**src/sfbu_pkg.sv**
```systemverilog
// Package with the shared types and constants of the speech frame bit unpacker.
`default_nettype none

package sfbu_pkg;

  localparam logic [1:0] REQ_WRITE  = 2'd0;
  localparam logic [1:0] REQ_DECODE = 2'd1;
  localparam logic [1:0] REQ_SETPOS = 2'd2;
  localparam logic [1:0] REQ_UNUSED = 2'd3;

  localparam logic [1:0] KIND_SILENT = 2'd0;
  localparam logic [1:0] KIND_LAR    = 2'd1;
  localparam logic [1:0] KIND_SUB    = 2'd2;

  localparam int WORD_BITS = 32;
  localparam int BUF_BITS  = 96;
  localparam int LAR_BITS  = 36;
  localparam int SUB_BITS  = 56;
  localparam int RED_STEPS = 6;
  localparam logic [1:0] LAST_SUB = 2'd3;

  typedef enum logic [2:0] {
    TK_NONE,
    TK_HDR,
    TK_SIL,
    TK_FRM,
    TK_LAR,
    TK_SUB
  } take_e;

  typedef struct packed {
    logic       accept;
    logic       red_step;
    logic [2:0] red_shift;
    logic       mem_write;
    logic       pos_load;
    logic       flush;
    logic       fetch_en;
    take_e      take;
    logic [1:0] sub;
    logic       emit_sil;
  } cmd_t;

  typedef struct packed {
    logic take_done;
    logic hdr_bit;
    logic sil_zero;
    logic frm_zero;
  } status_t;

  function automatic logic [6:0] take_len(take_e t);
    logic [6:0] n;
    n = 7'd0;
    unique case (t)
      TK_NONE: n = 7'd0;
      TK_HDR:  n = 7'd1;
      TK_SIL:  n = 7'd4;
      TK_FRM:  n = 7'd7;
      TK_LAR:  n = 7'(LAR_BITS);
      TK_SUB:  n = 7'(SUB_BITS);
      default: n = 7'd0;
    endcase
    return n;
  endfunction

endpackage

`default_nettype wire

```
**src/sfbu_ctrl.sv**
```systemverilog
// Controller state machine that sequences reduction, memory writes, position loads and frame unpacking.
`default_nettype none

module sfbu_ctrl (
  input  logic                clk_i,
  input  logic                rst_ni,
  input  logic                start,
  input  logic [1:0]          req_type_i,
  input  sfbu_pkg::status_t   status_i,
  output sfbu_pkg::cmd_t      cmd_o,
  output logic                busy
);

  localparam logic [3:0] S_IDLE   = 4'd0;
  localparam logic [3:0] S_RED    = 4'd1;
  localparam logic [3:0] S_WR     = 4'd2;
  localparam logic [3:0] S_SETP   = 4'd3;
  localparam logic [3:0] S_FLUSH  = 4'd4;
  localparam logic [3:0] S_HDR    = 4'd5;
  localparam logic [3:0] S_HRUN_S = 4'd6;
  localparam logic [3:0] S_HRUN_F = 4'd7;
  localparam logic [3:0] S_CHK    = 4'd8;
  localparam logic [3:0] S_LAR    = 4'd9;
  localparam logic [3:0] S_SUB    = 4'd10;

  logic [3:0] state_q, state_d;
  logic [2:0] cnt_q, cnt_d;
  logic       is_pos_q, is_pos_d;
  logic       accept;

  assign busy   = (state_q != S_IDLE);
  assign accept = start && !busy;

  always_comb begin
    state_d  = state_q;
    cnt_d    = cnt_q;
    is_pos_d = is_pos_q;
    cmd_o    = '0;
    cmd_o.accept    = accept;
    cmd_o.take      = sfbu_pkg::TK_NONE;
    cmd_o.red_shift = cnt_q;
    cmd_o.sub       = cnt_q[1:0];
    unique case (state_q)
      S_IDLE: begin
        if (accept) begin
          unique case (req_type_i)
            sfbu_pkg::REQ_WRITE: begin
              state_d  = S_RED;
              cnt_d    = 3'(sfbu_pkg::RED_STEPS - 1);
              is_pos_d = 1'b0;
            end
            sfbu_pkg::REQ_SETPOS: begin
              state_d  = S_RED;
              cnt_d    = 3'(sfbu_pkg::RED_STEPS - 1);
              is_pos_d = 1'b1;
            end
            sfbu_pkg::REQ_DECODE: state_d = S_FLUSH;
            sfbu_pkg::REQ_UNUSED: state_d = S_IDLE;
            default:              state_d = S_IDLE;
          endcase
        end
      end
      S_RED: begin
        cmd_o.red_step = 1'b1;
        if (cnt_q == 3'd0) begin
          state_d = is_pos_q ? S_SETP : S_WR;
        end else begin
          cnt_d = cnt_q - 3'd1;
        end
      end
      S_WR: begin
        cmd_o.mem_write = 1'b1;
        state_d = S_IDLE;
      end
      S_SETP: begin
        cmd_o.pos_load = 1'b1;
        state_d = S_IDLE;
      end
      S_FLUSH: begin
        cmd_o.flush = 1'b1;
        state_d = (status_i.sil_zero && status_i.frm_zero) ? S_HDR : S_CHK;
      end
      S_HDR: begin
        cmd_o.fetch_en = 1'b1;
        cmd_o.take     = sfbu_pkg::TK_HDR;
        if (status_i.take_done) begin
          state_d = status_i.hdr_bit ? S_HRUN_S : S_HRUN_F;
        end
      end
      S_HRUN_S: begin
        cmd_o.fetch_en = 1'b1;
        cmd_o.take     = sfbu_pkg::TK_SIL;
        if (status_i.take_done) begin
          state_d = S_CHK;
        end
      end
      S_HRUN_F: begin
        cmd_o.fetch_en = 1'b1;
        cmd_o.take     = sfbu_pkg::TK_FRM;
        if (status_i.take_done) begin
          state_d = S_CHK;
        end
      end
      S_CHK: begin
        cmd_o.fetch_en = 1'b1;
        if (!status_i.sil_zero) begin
          cmd_o.emit_sil = 1'b1;
          state_d = S_IDLE;
        end else begin
          state_d = S_LAR;
        end
      end
      S_LAR: begin
        cmd_o.fetch_en = 1'b1;
        cmd_o.take     = sfbu_pkg::TK_LAR;
        if (status_i.take_done) begin
          state_d = S_SUB;
          cnt_d   = 3'd0;
        end
      end
      S_SUB: begin
        cmd_o.fetch_en = 1'b1;
        cmd_o.take     = sfbu_pkg::TK_SUB;
        if (status_i.take_done) begin
          if (cnt_q[1:0] == sfbu_pkg::LAST_SUB) begin
            state_d = S_IDLE;
          end else begin
            cnt_d = cnt_q + 3'd1;
          end
        end
      end
      default: state_d = S_IDLE;
    endcase
  end

  always_ff @(posedge clk_i or negedge rst_ni) begin
    if (!rst_ni) begin
      state_q  <= S_IDLE;
      cnt_q    <= 3'd0;
      is_pos_q <= 1'b0;
    end else begin
      state_q  <= state_d;
      cnt_q    <= cnt_d;
      is_pos_q <= is_pos_d;
    end
  end

endmodule

`default_nettype wire

```
**config.mk**
```make
export PLATFORM = sky130hd
export DESIGN_NAME = sfbu_ctrl
export DESIGN_NICKNAME = d
export VERILOG_FILES = /design/src/sfbu_pkg.sv /design/src/sfbu_ctrl.sv
export SDC_FILE = /design/constraint.sdc
export NUM_CORES = 1
export LEC_CHECK = 0
export ABC_AREA = 0
export BUFFER_PORTS_ARGS = -buffer_cell sky130_fd_sc_hd__buf_4
export CELL_PAD_IN_SITES_DETAIL_PLACEMENT = 1
export CELL_PAD_IN_SITES_GLOBAL_PLACEMENT = 2
export CORE_MARGIN = 5
export CORE_UTILIZATION = 27
export DETAILED_ROUTE_END_ITERATION = 8
export PLACE_DENSITY = 0.86
export SYNTH_ARGS = -nofsm -noshare
export SYNTH_HDL_FRONTEND = slang
export SYNTH_SLANG_ARGS = --single-unit
```
**constraint.sdc**
```tcl
create_clock -name clk_i -period 2 [get_ports clk_i]
set_input_delay 0.3 -clock clk_i [delete_from_list [all_inputs] [get_ports clk_i]]
set_output_delay 0.3 -clock clk_i [all_outputs]
set_load 0.02 [all_outputs]
```
# Word level (Yosys, flattened, before mapping)
# Cells that the tools add are included.
[word_totals] reg_bits=8 in_bits=9 out_inout_bits=16 wordCells=73
[op_classes] add_sub_neg=2 n_eq_ne=24 muxes=29 reduce_logical=15
[ops] cell="$mux 4" n=9
[ops] cell="$pmux 4 s8" n=1
[ops] cell="$mux 3" n=6
[ops] cell="$ne 2x2->1 const B" n=9
[ops] cell="$eq 4x3->1 const B" n=4
[ops] cell="$pmux 3 s5" n=1
[ops] cell="$reduce_and 7->1" n=2
[ops] cell="$eq 4x4->1 const B" n=3
[ops] cell="$pmux 3 s4" n=1
[ops] cell="$pmux 4 s3" n=1
[ops] cell="$mux 1" n=9
[ops] cell="$eq 4x2->1 const B" n=2
[ops] cell="$reduce_bool 4->1" n=2
[ops] cell="$eq 2x2->1 const B" n=3
[ops] cell="$reduce_or 6->1" n=1
[ops] cell="$eq 4x1->1 const B" n=1
[ops] cell="$logic_not 4->1" n=1
[ops] cell="$reduce_or 2->1" n=2
[ops] cell="$add 3x1->3 const B" n=1
[ops] cell="$logic_not 3->1" n=1
[ops] cell="$reduce_and 3->1" n=1
[ops] cell="$sub 3x1->3 const B" n=1
[ops] cell="$eq 2x1->1 const B" n=1
[ops] cell="$logic_and 1x1->1" n=2
[ops] cell="other kinds (5)" n=5

# Longest topological paths before layout
# Gate-level depths: netlist of run 1.
[depth] word_depth=5 mapped_depth=10 mapped_depth_nobuf=9

# Least setup slack after synthesis of run 1
# OpenSTA, ideal clock, no wires.
[synth_timing] path_kind="reg-to-reg" start="register state_q[1]" end="register cnt_q[2]" arrival_ps=1823 required_time_ps=1880 setup_slack_ps=57 path_stages_with_launch=11 path_buffers=1 cell_sequence="dfrtp_1 -> buf_6 -> or2b_2 -> nor2_4 -> xnor2_1 -> ha_1 -> nor2_1 -> nor2_1 -> a21oi_1 -> or3_1 -> o211a_1"
[synth_between] elab_chain_len=5 elab_cells_between_ends=16
[synth_rtl] element="start, declared" line="sfbu_ctrl.sv:26" rtl="logic [3:0] state_q, state_d;"
[synth_rtl] element="start signal, assigned" line="sfbu_ctrl.sv:142" rtl="state_q <= state_d;"
[synth_rtl] element="$reduce_bool 4->1" line="sfbu_ctrl.sv:31" rtl="assign busy = (state_q != S_IDLE);"
[synth_rtl] element="$logic_not 1->1" line="sfbu_ctrl.sv:32" rtl="assign accept = start && !busy;"
[synth_rtl] element="$logic_and 1x1->1" line="sfbu_ctrl.sv:32"
[synth_rtl] element="$ne 2x2->1 (no line)"
[synth_rtl] element="$reduce_and 7->1 (no line)"
[synth_rtl] element="end signal, assigned" line="sfbu_ctrl.sv:143" rtl="cnt_q <= cnt_d;"
[synth_rtl] element="end, declared" line="sfbu_ctrl.sv:27" rtl="logic [2:0] cnt_q, cnt_d;"
# Several ways; a longest one is shown, not always the timed one.
# A chain may end at the register's enable or synchronous reset.

==> flow_summary.yaml, run 1 <==
floorplanning:
  rows: 20
  dieArea_mm2: 0.00445
  start_util: 0.282
  die_x_um: 66.7
  io_pins: 25
  core_mm2: 0.00308
  dieHeight_um: 66.7
sta:
  slew_viol_final: 0
  setup_viol: 0
  skew_ps: 3.49
  hold_viol_final: 0
  tightest_slew_ps: 446
  finalCritPeriodShare: 0.948
  maxSlewHeadroom: 0.703
  hold_ws_ps: 269
  fmax_mhz: 527
  finalCriticalPeriod_ps: 1900
logic_synthesis:
  synth_top_family_by_area: "simple AND/OR/NAND/NOR gates"
  seq_area_frac_synth: 0.231
  avgSynthCellArea_um2: 8.95
  synth-compound-area-share: 0.218
  synth_edf_count: 0
  synth_mux_area_frac: 0.0504
  synth.cell_area_um2: 868
  synthFlopType: "dfrtp_1"
  synth-xor-area-share: 0.0101
  ys_types: 47
  synth_top_area_share: 0.231
  synth-seq-cells: 8
  async_flop_share: 1.00
  synth-simple-area-share: 0.357
  netlist_instances: 97
  synth-warning-count: 0
  syn_nets: 107
  synth.area.top_cells: "dfrtp_1, buf_6, mux2_1, buf_4, nor2_1"
  yosys.area.top_type: "dfrtp_1"
  synthAdderAreaFrac: 0.0144
outcome:
  status: "finished clean"
routing:
  drt_wl_total_mm: 2.69
  ant_nets: 0
  firstDrtPassIters: 4
  wl_per_cell_um: 15.6
  drt_iter0_drc: 34
  vias: 843
  routed.top_layer: "met3"
  routed_via_density: 4.87
  drc_errors: 0
  met1Wirelength_mm: 1.12
  met3_length_um: 169
  met2_wirelength_mm: 1.41
clock_tree:
  root_buffer: "clkbuf_4"
  clock_sinks: 8
  clkLatencyLatePin_ps: 260
  htree_levels: 1
  numCtsBuffers: 3
  path_clk_slew_ps: 50
  cts_tree: "done"
  clk_path_buf_depth: 2
placement:
  gp_congestion: 0.807
  dpl.hpwl_mm: 2.16
  io_buffer_count: 24
pwr:
  p_per_area_mw_per_mm2: 1800
  leakage_uw: 0.000510
  vdd_drop_max_mv: 0.600
  finalPower_uw: 2110
final_layout:
  drive_gt1_frac: 0.434
  multi_input_area_um2: 578
  num_antenna_cells: 0
  seq_area_um2: 200
  area_growth_pct: 35.2
  fill_cells: 395
  nets: 141
global_route:
  grt_pass1_wl_mm: 4.31
  antenna_found_initial: 0
  grt_max_degree: 17
  grt_usage: 0.128
  grt_pass1_vias: 885
  grt_overflow_total: 0
worst_setup_path:
  arrival_ps: 1600
  cp-end-kind: "output port"
  crit_type: "flip-flop to output port"
  start_kind: "flip-flop"
  path_max_fanout: 10
  required_ps: 1700
run:
  maxCapViolCount: 0
min_path:
  hp-class: "input port to flip-flop"
## synth_stat cells, drive strengths merged (2+ instances only)
library cell / instances
buf: 10
nor2: 10
dfrtp: 8
nor3: 6
inv: 5
nand2: 5
a21oi: 4
and2: 4
nor4: 4
o21ai: 4
or2b: 4
mux2: 3
nor2b: 3
nor3b: 3
nand4: 2
nor4bb: 2
## cell families (layout without fill, tap and decap cells)
logic type / count (synthesis) / in the layout
AND/OR/NAND/NOR: 46 / 46
AO/OA/AOI/OAI: 22 / 22
buffers and inverters: 15 / 47
flip-flops: 8 / 8
multiplexers: 4 / 4
adder cells (fa/ha/maj): 1 / 1
XOR/XNOR: 1 / 1
## registers in the layout, indices dropped and copies added (netlist names)
name and count:
is_pos_q 1, state_q 4, cnt_q 3
## area by class of cell
type                    count  share of cell area
well taps                  44              0.0469
flip-flops and latches      8               0.171
clock buffers               3              0.0192
inverters                   5              0.0160
repair buffers             39               0.255
multi-input cells          74               0.493
## final timing paths
path | slack [ps] | end | startpoint | cells after the start
min in group asynchronous | 400 | cnt_q[2] | rst_ni | 2
worst min-delay path | 270 | is_pos_q | req_type_i[0] | 2
worst max-delay path | 100 | cmd_o[14] | state_q[3] | 6
worst min register to register | 550 | is_pos_q | is_pos_q | 2
max in group asynchronous | 1470 | is_pos_q | rst_ni | 2
worst max register to register | 120 | cnt_q[2] | state_q[1] | 9
## cell usage in the layout, fill, tap and decap left out, drive strengths merged, types with 2 or more instances in the layout
cell type	count
nand2	5
dfrtp	8
a21oi	4
nor2	10
nor2b	3
nor4bb	2
o21ai	4
inv	5
and2	4
buf	38
nor3	6
mux2	3
clkbuf	3
nor4	4
nand4	2
nor3b	3
or2b	4
## power breakdown
group          internal, uW  switching (uW)  leakage, uW
Clock                  68.9            58.5    0.0000138
Sequential              239            49.6    0.0000985
Combinational           759             936     0.000398
Total                  1070            1040     0.000510
## what timing repair did
action,in CTS,in global routing
hold buffers,1,0
buffers inserted,0,3
pin swaps,0,4
setup endpoints to repair,1,2
gates resized for setup,1,3
endpoints found under the hold margin,8,0
## through the flow
| step | setup slack, ps | cells | instance area [um^2] | TNS [ps] | utilization |
|---|---|---|---|---|---|
| 2_1_floorplan | 57.0 | 97 | 868 | 0 | - |
| 3_3_place_gp | 141 | 166 | 1100 | 0 | 0.358 |
| 3_5_place_dp | 49.3 | 166 | 1100 | 0 | 0.358 |
| 4_1_cts | 43.8 | 170 | 1140 | 0 | 0.371 |
| 5_1_grt | -10.8 | 173 | 1170 | -10.8 | 0.381 |
| 6_report | 104 | 173 | 1170 | 0 | 0.381 |
## per-layer routing
| metal | track usage | vias up |
|---|---|---|
| met5 | 0 | - |
| met4 | 0 | 0 |
| met3 | 0.0489 | 0 |
| met2 | 0.233 | 23 |
| met1 | 0.152 | 404 |
| li1 | - | 416 |
## critical path, cell delays in order (launching register included)
cell	delay [ps]
dfrtp_1	380
buf_4	160
buf_6	150
nor4_4	320
nand2_1	120
inv_1	70
buf_4	130
Note: power is estimated with default switching activity, not from simulation.
==> run 2: changes to the inputs <==
--- a/config.mk
+++ b/config.mk
@@ -7,12 +7,14 @@
 export LEC_CHECK = 0
 export ABC_AREA = 0
 export BUFFER_PORTS_ARGS = -buffer_cell sky130_fd_sc_hd__buf_4
+export CAP_MARGIN = 0
 export CELL_PAD_IN_SITES_DETAIL_PLACEMENT = 1
 export CELL_PAD_IN_SITES_GLOBAL_PLACEMENT = 2
 export CORE_MARGIN = 5
 export CORE_UTILIZATION = 27
 export DETAILED_ROUTE_END_ITERATION = 8
 export PLACE_DENSITY = 0.86
+export REMOVE_ABC_BUFFERS = 1
 export SYNTH_ARGS = -nofsm -noshare
 export SYNTH_HDL_FRONTEND = slang
 export SYNTH_SLANG_ARGS = --single-unit
==> flow_summary.yaml, run 2 (same netlist as run 1, synthesis figures left out) <==
outcome:
  status: "finished clean"
worst_setup_path:
  path_delay_family: "simple AND/OR/NAND/NOR gates"
  ff2ff_setup_slack_ps: 30
  cp-end-kind: "flip-flop"
  start_kind: "flip-flop"
  cp_slowest_cell: "dfrtp_1"
  r2r_end: "state_q[0]"
  reg2reg_depth: 7
  crit_chain: "buf_4, nor4bb_2, nor3_2, nor2_2, a2111oi_4, buf_4, mux2_1"
  cp.buffers_inverters: 2
  path_max_fanout: 9
  arrival_ps: 2100
  crit_type: "flip-flop to flip-flop"
  crit_top_cell: "buf_4"
  required_ps: 2130
  cpPeakStageDelay_ps: 390
  reg2reg_from: "state_q[3]"
routing:
  routed_via_density: 4.95
  drt_iter0_drc: 66
  ant_nets: 0
  drc_errors: 0
  firstDrtPassIters: 4
  wl_per_cell_um: 15.3
  drt_wl_total_mm: 2.63
  vias: 852
sta:
  tightest_slew_ps: 429
  layout_setup_ws_ps: 31.3
  setup_viol: 0
  hold_viol_final: 0
  slew_viol_final: 0
  grt_setup_unrepaired: "true"
  skew_ps: 0.189
  finalCriticalPeriod_ps: 1970
  maxSlewHeadroom: 0.712
  finalCritPeriodShare: 0.984
  fmax_mhz: 508
final_layout:
  drive_gt1_frac: 0.461
  nets: 140
  top_register: "state_q"
  largest_reg_flops: 4
  layout_commonest_cell: "buf_4"
  area_growth_pct: 36.6
  reg.largest.list: "state_q: 4 flops, cnt_q: 3 flops, is_pos_q: 1 flops"
  final_cell_mix: "buf_4, dfrtp_1, nor2_1"
  num_antenna_cells: 0
floorplanning:
  start_util: 0.282
  io_pins: 25
  rows: 20
  dieHeight_um: 66.7
  dieArea_mm2: 0.00445
  die_x_um: 66.7
  core_mm2: 0.00308
placement:
  gp_congestion: 0.774
  dpl_worst_slack_ps: 31.0
  io_buffer_count: 24
  dpl.hpwl_mm: 1.99
pwr:
  p_per_area_mw_per_mm2: 1840
  leakage_uw: 0.000509
  internal-power_uw: 1110
  power.switching_uw: 1070
  pwr-share-comb: 0.809
  swShare: 0.490
  seq_power_share: 0.133
  finalPower_uw: 2180
  vdd_drop_max_mv: 0.482
  pwr-share-clk: 0.058
min_path:
  min-delay-start: "req_type_i[0]"
  hold_depth: 2
  hp-class: "input port to flip-flop"
  min_to: "is_pos_q"
clock_tree:
  clk_path_buf_depth: 2
  clock_sinks: 8
  htree_levels: 1
  numCtsBuffers: 3
  path_clk_slew_ps: 60
  clkLatencyLatePin_ps: 250
  cts_tree: "done"
  root_buffer: "clkbuf_4"
global_route:
  grt_pass1_vias: 873
  grt_max_degree: 19
  grt_usage: 0.123
  antenna_found_initial: 0
  grt_pass1_wl_mm: 4.24
  grt_overflow_total: 0
run:
  maxCapViolCount: 0
## run 2: changes by cell type in the layout (fill, tap and decap cells not counted), sizes merged
| cell | change |
|---|---|
| buf | -1 |
## run 2: metrics by stage
stage	hold WS, ps	instance area (um^2)	setup TNS [ps]	util	std cells
floorplan	4.41	783	-150	-	87
global route	272	1190	-146	0.385	172
global placement	126	1080	0	0.350	163
CTS	267	1110	0	0.361	167
finish	272	1190	0	0.385	172
detailed placement	127	1080	0	0.350	163
## run 2: metal layers
layer / routed length [um] / part of all wire / global-route usage / up-vias
li1: - / - / - / 415
met1: 1220 / 0.46 / 0.169 / 424
met2: 1320 / 0.50 / 0.203 / 11
met3: 83 / 0.032 / 0.0152 / 2
met4: 5 / 0.0019 / 0.0305 / 0
met5: 0 / 0 / 0 / -
## run 2: what timing repair did
action	4_1_cts	5_1_grt
setup buffers	0	5
setup endpoints to repair	0	5
endpoints found under the hold margin	8	0
resized for setup	0	8
hold buffers	1	0
## run 2: power by group through the flow
| stage | Combinational, uW | Clock (uW) | Sequential (uW) |
|---|---|---|---|
| floorplan | 821 | 0 | 446 |
| finish | 1770 | 126 | 291 |
| global route | 1910 | 143 | 301 |
| CTS | 1580 | 129 | 289 |
| global placement | 1530 | 0 | 289 |
| detailed placement | 1570 | 0 | 293 |
## run 2: layout make-up
cell class	count	area, um^2
clock buffers	3	22.5
inverters	5	18.8
flip-flops and latches	8	200
repair buffers	38	292
fillers	382	1890
multi-input cells	74	598
well taps	44	55.1
## run 2: worst register-to-register path, delay by kind of cell, from the launching register on
| kind | cells | cell delay, ps |
|---|---|---|
| AOI/OAI and AO/OA | 1 | 270 |
| buffers and inverters | 2 | 380 |
| DFF | 1 | 390 |
| muxes | 1 | 320 |
| and+or+nand+nor | 3 | 500 |
## run 2: worst max path at each step
stage	from	endpoint	slack [ps]	cells past startpoint
after floorplan	state_q[3]	cnt_q[2]	-150	9
final	state_q[3]	state_q[0]	30	7
after global placement	state_q[0]	cnt_q[2]	100	9
after detailed placement	state_q[0]	cnt_q[2]	30	9
after CTS	state_q[0]	cnt_q[2]	10	9
after global routing	state_q[3]	state_q[0]	-50	7
==> run 3: changes to the inputs <==
==> constraint.sdc (replaced) <==
create_clock -name clk_i -period 2 [get_ports clk_i]
set_input_delay 0 -clock clk_i [delete_from_list [all_inputs] [get_ports clk_i]]
set_output_delay 0 -clock clk_i [all_outputs]
set_load 0.02 [all_outputs]
==> flow_summary.yaml, run 3 (same netlist as run 1, synthesis figures left out) <==
sta:
  finalCritPeriodShare: 0.992
  finalCriticalPeriod_ps: 1980
  fmax_mhz: 504
  grt_setup_unrepaired: "true"
  skew_ps: 1.61
  maxSlewHeadroom: 0.700
  hold_viol_final: 0
  setup_viol: 0
  slew_viol_final: 0
  hold_ws_ps: 49.5
  tightest_slew_ps: 446
worst_setup_path:
  path_max_fanout: 16
  crit_type: "flip-flop to flip-flop"
  required_ps: 2140
  arrival_ps: 2120
  start_kind: "flip-flop"
  cp-end-kind: "flip-flop"
floorplanning:
  start_util: 0.282
  io_pins: 25
  rows: 20
  core_mm2: 0.00308
  die_x_um: 66.7
  dieHeight_um: 66.7
  dieArea_mm2: 0.00445
global_route:
  antenna_found_initial: 0
  grt_max_degree: 19
  grt_pass1_vias: 871
  grt_pass1_wl_mm: 4.27
  grt_overflow_total: 0
  grt_usage: 0.124
routing:
  firstDrtPassIters: 4
  drc_errors: 0
  drt_iter0_drc: 70
  vias: 864
  routed_via_density: 4.97
  drt_wl_total_mm: 2.70
  ant_nets: 0
  wl_per_cell_um: 15.5
clock_tree:
  cts_tree: "done"
  clkLatencyLatePin_ps: 250
  path_clk_slew_ps: 60
  clk_path_buf_depth: 2
  clock_sinks: 8
  numCtsBuffers: 3
  htree_levels: 1
  root_buffer: "clkbuf_4"
outcome:
  status: "finished clean"
placement:
  dpl.hpwl_mm: 1.99
  gp_congestion: 0.774
  io_buffer_count: 24
final_layout:
  layout_commonest_cell: "buf_4"
  reg.largest.list: "state_q: 4 flops, cnt_q: 3 flops, is_pos_q: 1 flops"
  final_cell_mix: "buf_4, dfrtp_1, nor2_1"
  area_growth_pct: 38.5
  drive_gt1_frac: 0.469
  fin_util: 0.391
  largest_reg_flops: 4
  fill_cells: 385
  num_antenna_cells: 0
  top_register: "state_q"
  nets: 142
run:
  maxCapViolCount: 0
pwr:
  leakage_uw: 0.000518
  p_per_area_mw_per_mm2: 1830
  vdd_drop_max_mv: 0.440
min_path:
  hp-class: "input port to flip-flop"
==> run 3: cell types whose count changed in the layout (fill, tap and decap cells not counted) <==
cell and change:
buf_6 +1, dlygate4sd3_1 +1, mux2_1 -1, mux2_4 +1, nor4_2 +1, nor4_4 -1
==> run 3: path summary, 6_finish.rpt <==
check                                 from    endpoint  slack, ps  depth (start not counted)
worst min register to register    is_pos_q    is_pos_q        550                          2
max in group asynchronous           rst_ni    cnt_q[2]       1770                          2
worst max-delay path            state_q[0]  state_q[0]         20                          7
worst max register to register  state_q[0]  state_q[0]         20                          7
min in group asynchronous           rst_ni  state_q[3]        100                          2
worst min-delay path                 start    is_pos_q         50                          3
==> run 3: final cells by class <==
cell class / count / area [um^2] / share of cell area
multi-input cells: 74 / 593 / 0.493
repair buffers: 40 / 313 / 0.260
flip-flops and latches: 8 / 200 / 0.166
well taps: 44 / 55.1 / 0.0458
clock buffers: 3 / 22.5 / 0.0187
inverters: 5 / 18.8 / 0.0156
==> run 3: report_power, final <==
group          total [uW]  internal, uW  switching, uW
Combinational        1780           824            958
Clock                 127          68.9           58.2
Sequential            296           239           57.1
Total                2210          1130           1070
==> run 3: through the flow <==
stage	cells	cell area [um^2]	worst slack (ps)	TNS, ps	total power (uW)
2_1_floorplan	87	783	-150	-150	1270
3_3_place_gp	163	1080	99.6	0	1820
3_5_place_dp	163	1080	31.0	0	1860
4_1_cts	168	1120	12.8	0	2000
5_1_grt	174	1200	-63.0	-144	2370
6_report	174	1200	15.6	0	2210
==> run 3: worst max-delay path, stage by stage, from the launching register on <==
cell and delay, ps:
dfrtp_1 390, buf_6 160, nor4bb_2 180, nor3_2 260, nor2_2 80, a2111oi_4 270, buf_4 200, mux2_1 320
==> run 3: layer usage <==
metal	up-vias	global-route usage	wire [um]
met2	21	0.205	1360
met4	0	0.0305	0
li1	419	-	-
met1	424	0.170	1240
met5	-	0	0
met3	0	0.0152	98
==> run 3: timing repair <==
item                                   in CTS  in global routing
gates resized for setup                     0                  9
setup endpoints to repair                   0                  4
endpoints found under the hold margin       9                  0
hold buffers                                2                  0
setup buffers                               0                  6
